[config.mk]
export PLATFORM = sky130hd
export DESIGN_NAME = mtp_seed
export DESIGN_NICKNAME = d
export VERILOG_FILES = /design/src/design/mtp_pkg.sv /design/src/design/mtp_seed.sv
export SDC_FILE = /design/constraint.sdc
export NUM_CORES = 1
export LEC_CHECK = 0
export ABC_AREA = 0
export ABC_CLOCK_PERIOD_IN_PS = 6800
export BUFFER_PORTS_ARGS = -buffer_cell sky130_fd_sc_hd__buf_2
export CAP_MARGIN = 20
export CORE_MARGIN = 1
export CORE_UTILIZATION = 50
export CTS_CLUSTER_DIAMETER = 120
export DETAILED_ROUTE_END_ITERATION = 12
export PLACE_DENSITY = 0.68
export SETUP_SLACK_MARGIN = 0.1
export SYNTH_ARGS = -nofsm -noshare
export SYNTH_HDL_FRONTEND = slang
export SYNTH_SLANG_ARGS = --single-unit
[constraint.sdc]
create_clock -name clk -period 6.8 [get_ports clk]
set_clock_uncertainty 0.05 [all_clocks]
set_input_delay 0 -clock clk [delete_from_list [all_inputs] [get_ports clk]]
set_output_delay 0 -clock clk [all_outputs]
set_load 0.01 [all_outputs]
[src/design/mtp_pkg.sv]
// Package with the shared constants, types and word functions of the MT19937 generator.
`default_nettype none
package mtp_pkg;

  localparam int WORD_W = 32;
  localparam int MT_WORDS = 624;
  localparam int MT_SHIFT = 397;
  localparam int IDX_W = $clog2(MT_WORDS);

  typedef logic [WORD_W-1:0] word_t;
  typedef logic [IDX_W-1:0] idx_t;

  localparam word_t MT_INIT_MULT = 32'd1812433253;
  localparam word_t MT_MATRIX = 32'h9908_B0DF;
  localparam word_t MT_TEMPER_B = 32'h9D2C_5680;
  localparam word_t MT_TEMPER_C = 32'hEFC6_0000;
  localparam word_t MT_UPPER = 32'h8000_0000;
  localparam word_t MT_LOWER = 32'h7FFF_FFFF;

  localparam logic CMD_DRAW = 1'b0;
  localparam logic CMD_RESEED = 1'b1;

  // Shift control of the state chain.
  typedef struct packed {
    logic  shift;
    word_t din;
  } chain_ctrl_t;

  // Fixed taps of the state chain.
  typedef struct packed {
    word_t head;
    word_t next;
    word_t far;
    word_t tail;
  } chain_taps_t;

  // Output of the reseed sequencer.
  typedef struct packed {
    logic  active;
    word_t word;
  } seed_fill_t;

  function automatic word_t mtp_twist(input word_t head, input word_t next, input word_t far);
    word_t y;
    word_t w;
    y = (head & MT_UPPER) | (next & MT_LOWER);
    w = far ^ (y >> 1);
    if (y[0]) begin
      w = w ^ MT_MATRIX;
    end
    return w;
  endfunction

  function automatic word_t mtp_temper(input word_t w);
    word_t y;
    y = w;
    y = y ^ (y >> 11);
    y = y ^ ((y << 7) & MT_TEMPER_B);
    y = y ^ ((y << 15) & MT_TEMPER_C);
    y = y ^ (y >> 18);
    return y;
  endfunction

endpackage
`default_nettype wire

[src/design/mtp_seed.sv]
// Reseed sequencer: produces the seed recurrence words, one per cycle, after the seed itself.
`default_nettype none
module mtp_seed (
  input  wire logic            clk,
  input  wire logic            rst,
  input  wire logic            start,
  input  wire mtp_pkg::word_t  tail,
  output mtp_pkg::seed_fill_t  fill
);
  import mtp_pkg::*;

  logic  active;
  idx_t  count;
  word_t mixed;
  word_t product;

  assign mixed   = tail ^ (tail >> 30);
  assign product = MT_INIT_MULT * mixed;

  always_ff @(posedge clk) begin
    if (rst) begin
      active <= 1'b0;
      count  <= '0;
    end else if (start) begin
      active <= 1'b1;
      count  <= idx_t'(1);
    end else if (active) begin
      count <= count + idx_t'(1);
      if (count == idx_t'(MT_WORDS - 1)) begin
        active <= 1'b0;
      end
    end
  end

  assign fill.active = active;
  assign fill.word   = product + word_t'(count);

endmodule
`default_nettype wire

Word level (Yosys, flattened, before mapping)
Index checks and enable logic that the tools add are counted.
- register bits: 11
- input port bits: 35
- output and inout bits: 33
- bitwise logic cells: 1
- add/sub/neg operators: 2
- equal/unequal tests: 1
- mux-type cells: 5
- multipliers: 1
- reduce and logical (&&, ||, !) cells: 2
- operator list (cell ; number):
    adder 32 x 10 -> 32 bit ; 1
    multiplier 31 x 32 -> 32 bit, first input constant ; 1
    bitwise XOR 32 x 2 -> 32 bit ; 1
    adder 10 x 1 -> 10 bit, second input constant ; 1
    equality test 10 bit, second input constant ; 1
    two-way mux 1 bit ; 5
    nonzero test 2 bit ; 1
    OR reduction 2 bit ; 1

Logic depth before layout (Yosys ltp)
Gate-level depths: netlist of the first run.
- word-level depth: 4
- mapped depth: 25

Worst setup path before layout of the first run
No wires, ideal clock.
- kind: input -> output
- from: input tail[1]
- to: output fill[31] (netlist bit)
- setup slack: 0.717 ns
- arrival time: 6.033 ns
- stages on the path: 25
- cells stage by stage: xor2_1 xor2_1 ha_1 or2_2 ha_1 inv_1 fa_1 inv_1 ha_1 fa_1 fa_1 fa_1 inv_1 fa_1 inv_1 ha_1 clkbuf_2 a2111oi_0 o21ai_1 a221oi_2 a2bb2oi_1 o311ai_1 a31oi_1 o21bai_1 xnor2_1
- RTL lines (what ; RTL line ; source):
    start, declared ; mtp_seed.sv:7 ; input wire mtp_pkg::word_t tail,
    end, declared ; mtp_seed.sv:8 ; output mtp_pkg::seed_fill_t fill

==> flow_summary.json, run 1 <==
{
  "syn_area_per_cell_um2": 9.77,
  "endpoint_kind": "output port",
  "crit_path_start": "tail[0]",
  "tightest_slew_ns": 0.719,
  "die_x_um": 135,
  "required_ns": 6.75,
  "drt-initial-drc-count": 229,
  "synth_ff_type": "dfxtp_1",
  "cp_max_fo": 7,
  "worstRegToRegCells": 5,
  "drv_slew": 0,
  "setup_viol": 0,
  "areaGrowthSynthToFinish_pct": 8.52,
  "synthArstFlopShare_pct": 0,
  "htree_levels": 1,
  "period_needed_ns": 6.34,
  "gp_congestion": 0.898,
  "final_hold_viol_count": 0,
  "antennaDiodeCount": 0,
  "design.core.area_mm2": 0.0173,
  "ys_ff_latch": 11,
  "antenna_found_initial": 0,
  "final_common_cell": "inv_1",
  "grt_max_degree": 11,
  "pin_count": 68,
  "netlist_area_mm2": 0.00887,
  "ys_types": 51,
  "finalWirelength_mm": 19.2,
  "finalSetupTns_ns": 0,
  "cts_sinks": 11,
  "first_pass_iters": 4,
  "cp_slowest_cell": "fa_1",
  "path_clk_slew_ns": 0.04,
  "cts_buffers": 3,
  "grt_usage_pct": 22.5,
  "crit_family": "adder cells",
  "grt_first_pass_wirelength_mm": 31.7,
  "cts_setup_buffers": 0,
  "cts-root-buf": "clkbuf_16",
  "cp-start-kind": "input port",
  "drc": 0,
  "syn_inst": 908,
  "worst_path_most_repeated_cell": "fa_1",
  "vias_per_cell": 5.12,
  "grt_pass1_vias": 6444,
  "grt-ovfl-total": 0,
  "critPathKind": "in -> out",
  "synth_edf_count": 0,
  "hpwl_mm": 16.9,
  "endpoint": "fill[31]",
  "hp-class": "in -> reg",
  "fin_nets": 1407,
  "max_freq_mhz": 158,
  "hold_depth": 3,
  "rsz0062_at_grt": "no",
  "cp_num_buf_inv": 7,
  "r2r-end": "count[9]",
  "core.rowCount": 48,
  "final_core_util_pct": 55.7,
  "reg2reg_slack_ns": 5.13,
  "max-cap-violations": 0,
  "post_drt_wl_per_cell_um": 15.9,
  "start_util_pct": 51.3,
  "clk_latency_ns": 0.23,
  "cp.arrival_ns": 6.29,
  "pre_cts_slack_ns": 0.254,
  "setup_ws_ns": 0.461,
  "outcome": "complete, no violations",
  "synth_warnings": 0,
  "cts_tree": "done",
  "crit_path_max_incr_delay_ns": 0.50,
  "die_y_um": 135,
  "vias": 6172,
  "ant_nets": 0,
  "die_area_mm2": 0.0183,
  "place.port_buffers": 67,
  "layout_common_cells": "inv_1 (265), ha_1 (237), fa_1 (153)",
  "relSlewSlack_pct": 51.6,
  "min_period_over_period_pct": 93.2,
  "r2r_start": "active",
  "syn_nets": 1333,
  "synth-seq-area-share_pct": 2.48,
  "worst-path-stages": 26,
  "drive_above_1_share_pct": 9.07,
  "clockBufferDepth": 2
}
==> metal layers <==
layer | global-route usage (%) | vias to the layer above | share of wire (%)
met2 | 40.5 | 102 | 50
li1 | - | 3011 | -
met1 | 30.7 | 3047 | 45
met5 | 0 | - | 0
met4 | 3.37 | 0 | 1.3
met3 | 0.898 | 12 | 3.2
==> cell type report <==
class	count	area, um^2
Fill cell	1586	7670
Multi-Input combinational cell	626	7650
Tap cell	225	282
Sequential cell	11	220
Timing Repair Buffer	75	403
Clock buffer	4	78.8
Inverter	265	995
==> worst min-delay path: stages <==
cell and delay, ns:
dlygate4sd3_1 0.52, buf_2 0.12, nor2_1 0.04
==> worst min path at each step <==
stage / from / end
floorplan: rst / active
global placement: rst / count[0]
detailed placement: rst / count[0]
CTS: rst / active
global route: rst / active
finish: rst / active
==> cells in the mapped netlist (all sizes together) (3+ instances only) <==
library cell / n / area, um^2
nand3: 9 / 45.0
clkbuf: 5 / 21.3
o31ai: 3 / 22.5
xnor2: 49 / 429
ha: 237 / 2970
a21o: 11 / 82.6
and3: 3 / 18.8
a21oi: 18 / 97.6
nor3: 14 / 70.1
o21a: 3 / 22.5
fa: 153 / 3060
xor2: 18 / 158
nor2: 29 / 116
inv: 265 / 995
nand2: 14 / 52.6
dfxtp: 11 / 220
nand4: 6 / 37.5
and2: 4 / 25.0
o21ai: 17 / 88.8
a211oi: 6 / 55.1
==> cells by family after synthesis <==
| group | Yosys count | synth area share, % |
|---|---|---|
| fa+ha+maj | 390 | 68.0 |
| buf+inv | 271 | 11.5 |
| simple gates | 89 | 4.88 |
| compound gates | 79 | 6.42 |
| xor+xnor | 67 | 6.61 |
| flops | 11 | 2.48 |
| mux | 1 | 0.113 |
==> repair_timing <==
action,4_1_cts,5_1_grt
gates resized for setup,0,4
endpoints found under the setup margin,0,1
hold buffers,3,0
endpoints found under the hold margin,2,0
==> flip-flops by register name, indices dropped and copies added (netlist names) <==
name	count
count	10
active	1
==> through the flow <==
step / instances / hold WS [ns] / instance area, um^2
after global placement: 1199 / 0.135 / 9500
after CTS: 1206 / 0.429 / 9610
after detailed placement: 1199 / 0.137 / 9500
after floorplan: 908 / 0.0224 / 8870
after global routing: 1206 / 0.467 / 9630
final: 1206 / 0.445 / 9630
Power of run 1 is not shown: default switching activity piles up to over one toggle a cycle in this logic, so the estimate is an artifact.
==> run 2: changes to the inputs <==
--- a/config.mk
+++ b/config.mk
@@ -13,6 +13,7 @@
 export CORE_UTILIZATION = 50
 export CTS_CLUSTER_DIAMETER = 120
 export DETAILED_ROUTE_END_ITERATION = 12
+export MAX_ROUTING_LAYER = met4
 export PLACE_DENSITY = 0.68
 export SETUP_SLACK_MARGIN = 0.1
 export SYNTH_ARGS = -nofsm -noshare
==> flow_summary.json, run 2 (synthesized netlist as in run 1, its figures left out) <==
{
  "outcome": "complete, no violations",
  "drive_above_1_share_pct": 9.07,
  "start_util_pct": 51.3,
  "design.core.area_mm2": 0.0173,
  "die_y_um": 135,
  "relSlewSlack_pct": 50.8,
  "drc": 0,
  "vias": 6162,
  "antennaDiodeCount": 0,
  "first_pass_iters": 4,
  "hpwl_mm": 16.9,
  "max-cap-violations": 0,
  "reg_top3": "count (10), active (1)",
  "endpoint_kind": "output port",
  "critPathKind": "in -> out",
  "worstRegToRegCells": 5,
  "pin_count": 68,
  "cts-root-buf": "clkbuf_16",
  "regMostFlops": "count",
  "min_period_over_period_pct": 93.1,
  "grt_max_degree": 11,
  "ant_nets": 0,
  "largest_register_ffs": 10,
  "die_area_mm2": 0.0183,
  "htree_levels": 1,
  "gp_congestion": 0.913,
  "core.rowCount": 48,
  "place.port_buffers": 67,
  "period_needed_ns": 6.33,
  "cp.arrival_ns": 6.28,
  "clockBufferDepth": 2,
  "antenna_found_initial": 0,
  "hp-class": "in -> reg",
  "tightest_slew_ns": 0.732,
  "grt_usage_pct": 23.2,
  "finalSetupTns_ns": 0,
  "final_common_cell": "inv_1",
  "required_ns": 6.75,
  "post_drt_wl_per_cell_um": 15.9,
  "vias_per_cell": 5.11,
  "clk_latency_ns": 0.23,
  "setup_viol": 0,
  "placedCellCount": 1199,
  "cts_tree": "done",
  "grt-ovfl-total": 0,
  "die_x_um": 135,
  "areaGrowthSynthToFinish_pct": 8.52,
  "cp_max_fo": 7,
  "final_hold_viol_count": 0,
  "grt_first_pass_wirelength_mm": 31.7,
  "fin_cells": 1206,
  "cts_buffers": 3,
  "drt-initial-drc-count": 211,
  "cp-start-kind": "input port",
  "hold_depth": 3,
  "fin_nets": 1407,
  "drv_slew": 0,
  "layout_common_cells": "inv_1 (265), ha_1 (237), fa_1 (153)",
  "rsz0062_at_grt": "no",
  "path_clk_slew_ns": 0.04,
  "max_freq_mhz": 158,
  "finalWirelength_mm": 19.2,
  "cts_sinks": 11,
  "grt_pass1_vias": 6447
}
-- run 2: cell type report --
| class | count | area, um^2 |
|---|---|---|
| clock buffer | 4 | 78.8 |
| tap | 225 | 282 |
| multi-input combinational | 626 | 7650 |
| timing repair buffer | 75 | 403 |
| inverter | 265 | 995 |
| sequential | 11 | 220 |
| fill | 1586 | 7670 |
-- run 2: critical path, cell delays in order --
cell and delay, ns:
buf_2 0.14, xor2_2 0.25, xor2_1 0.12, ha_1 0.19, or2_2 0.29, ha_1 0.27, inv_1 0.05, fa_1 0.48
inv_1 0.05, ha_1 0.19, fa_1 0.46, fa_1 0.50, fa_1 0.49, inv_1 0.05, fa_1 0.47, inv_1 0.04
ha_1 0.38, a2111oi_2 0.31, o21ai_1 0.13, a221oi_2 0.36, a2bb2oi_1 0.27, o311ai_1 0.18, a31oi_1 0.22, o21bai_1 0.10
xnor2_1 0.14, buf_2 0.15
-- run 2: per-layer routing --
| layer | track usage (%) | vias to the layer above | wire length (um) |
|---|---|---|---|
| li1 | - | 3011 | - |
| met1 | 30.7 | 3032 | 8510 |
| met2 | 40.5 | 107 | 9680 |
| met3 | 0.898 | 12 | 766 |
| met4 | 3.37 | 0 | 240 |
| met5 | - | - | 0 |
-- run 2: through the flow --
| step | hold WS, ns | instance area, um^2 | setup WS [ns] | util, % |
|---|---|---|---|---|
| floorplan | 0.0224 | 8870 | 0.717 | - |
| global placement | 0.135 | 9500 | 0.362 | 54.9 |
| detailed placement | 0.137 | 9500 | 0.254 | 54.9 |
| CTS | 0.429 | 9610 | 0.271 | 55.5 |
| global route | 0.467 | 9630 | 0.128 | 55.7 |
| finish | 0.445 | 9630 | 0.469 | 55.7 |
-- run 2: worst paths after layout --
check / startpoint / endpoint / slack, ns
setup / recovery: tail[30] / fill[31] / 0.47
hold / removal: rst / active / 0.44
setup reg to reg: active / count[9] / 5.14
hold reg to reg: count[1] / count[1] / 0.51
-- run 2: repair_timing --
action                                  CTS  global route
setup buffers                             0             0
endpoints found under the setup margin    0             1
gates resized for setup                   0             4
hold buffers                              3             0
hold endpoints to repair                  2             0
Power of run 2 is left out for the same reason.
==> run 3: changes to the inputs <==
--- a/config.mk
+++ b/config.mk
@@ -9,6 +9,7 @@
 export ABC_CLOCK_PERIOD_IN_PS = 6800
 export BUFFER_PORTS_ARGS = -buffer_cell sky130_fd_sc_hd__buf_2
 export CAP_MARGIN = 20
+export CORE_ASPECT_RATIO = 0.7
 export CORE_MARGIN = 1
 export CORE_UTILIZATION = 50
 export CTS_CLUSTER_DIAMETER = 120
==> flow_summary.json, run 3 (synthesized netlist as in run 1, its figures left out) <==
{
  "relSlewSlack_pct": 54.4,
  "post_drt_wl_per_cell_um": 15.6,
  "hp-class": "in -> reg",
  "final_common_cell": "inv_1",
  "cts_tree": "done",
  "max-cap-violations": 0,
  "cts_buffers": 3,
  "drive_above_1_share_pct": 9.28,
  "setup_viol": 0,
  "wl_met1_mm": 10.2,
  "cp_max_fo": 7,
  "areaGrowthSynthToFinish_pct": 8.69,
  "design.core.area_mm2": 0.0173,
  "cts-root-buf": "clkbuf_16",
  "antennaDiodeCount": 0,
  "pin_count": 68,
  "critPathKind": "in -> out",
  "layout_common_cells": "inv_1 (265), ha_1 (236), fa_1 (153)",
  "vias_per_cell": 5.02,
  "final_hold_viol_count": 0,
  "start_util_pct": 51.4,
  "wl_met2_mm": 7.82,
  "finalWirelength_mm": 18.8,
  "rsz0062_at_grt": "no",
  "grt_first_pass_wirelength_mm": 31.5,
  "ant_nets": 0,
  "met3_length_um": 725,
  "antenna_found_initial": 0,
  "gp_congestion": 0.881,
  "reg_top3": "count (10), active (1)",
  "clk_latency_ns": 0.24,
  "outcome": "complete, no violations",
  "period_needed_ns": 6.36,
  "grt_usage_pct": 22.6,
  "die_y_um": 113,
  "min_period_over_period_pct": 93.5,
  "path_clk_slew_ns": 0.04,
  "cp.arrival_ns": 6.31,
  "hpwl_mm": 17.0,
  "required_ns": 6.75,
  "vias": 6081,
  "cts_sinks": 11,
  "die_area_mm2": 0.0183,
  "first_pass_iters": 5,
  "endpoint_kind": "output port",
  "grt_max_degree": 11,
  "drv_slew": 0,
  "largest_register_ffs": 10,
  "place.port_buffers": 67,
  "clockBufferDepth": 2,
  "tightest_slew_ns": 0.678,
  "die_x_um": 161,
  "fin_nets": 1407,
  "drc": 0,
  "grt-ovfl-total": 0,
  "regMostFlops": "count",
  "cp-start-kind": "input port",
  "maxUsedRoutingLayer": "met4",
  "grt_pass1_vias": 6189,
  "htree_levels": 1,
  "finalSetupTns_ns": 0,
  "core.rowCount": 40,
  "max_freq_mhz": 157,
  "drt-initial-drc-count": 368
}
[run 3: changes by cell type in the layout (fill, tap and decap cells not counted)]
| cell | change |
|---|---|
| a2bb2oi_1 | -1 |
| xor2_2 | -2 |
| ha_2 | +1 |
| a31oi_2 | +1 |
| o311ai_1 | -1 |
| ha_1 | -1 |
| a2bb2oi_2 | +1 |
| o311ai_2 | +1 |
| a31oi_1 | -1 |
| xor2_1 | +2 |
[run 3: stage by stage]
stage          instance area, um^2  util [%]  setup slack (ns)  hold WS, ns  cells
6_report                      9640      55.8             0.441        0.441   1212
5_1_grt                       9640      55.8             0.130        0.471   1212
4_1_cts                       9610      55.6             0.220        0.426   1211
3_5_place_dp                  9500      55.0             0.213        0.140   1204
3_3_place_gp                  9500      55.0             0.395        0.136   1204
2_1_floorplan                 8870         -             0.717       0.0224    908
[run 3: final timing paths]
kind,from,endpoint,slack (ns),cells after the start
setup / recovery,tail[30],fill[31],0.44,26
setup reg to reg,count[0],active,4.89,6
hold reg to reg,count[1],count[1],0.52,2
hold / removal,rst,count[0],0.44,3
[run 3: layer usage]
layer / GRT usage, % / vias up
met5: - / -
met2: 33.4 / 102
met4: 1.38 / 0
met3: 1.71 / 9
li1: - / 3018
met1: 35.2 / 2952
[run 3: area by class of cell]
type	count	area, um^2
Timing Repair Buffer	75	403
Clock buffer	4	78.8
Fill cell	1576	7620
Multi-Input combinational cell	626	7660
Inverter	265	995
Sequential cell	11	220
Tap cell	231	289
[run 3: worst max-delay path: stages]
cell and delay [ns]:
buf_2 0.12, xor2_1 0.22, xor2_1 0.15, ha_1 0.20
or2_2 0.29, ha_1 0.27, inv_1 0.04, fa_1 0.48
inv_1 0.04, ha_1 0.19, fa_1 0.49, fa_1 0.51
fa_1 0.49, inv_1 0.05, fa_1 0.47, inv_1 0.04
ha_2 0.31, a2111oi_2 0.33, o21ai_1 0.14, a221oi_2 0.39
a2bb2oi_2 0.21, o311ai_2 0.18, a31oi_2 0.29, o21bai_1 0.13
xnor2_1 0.14, buf_2 0.14
[run 3: timing repair]
item,in CTS,in global routing
hold endpoints to repair,2,0
hold buffers,3,0
setup buffers,0,1
endpoints found under the setup margin,0,1
resized for setup,0,6
Power of run 3 is left out for the same reason.
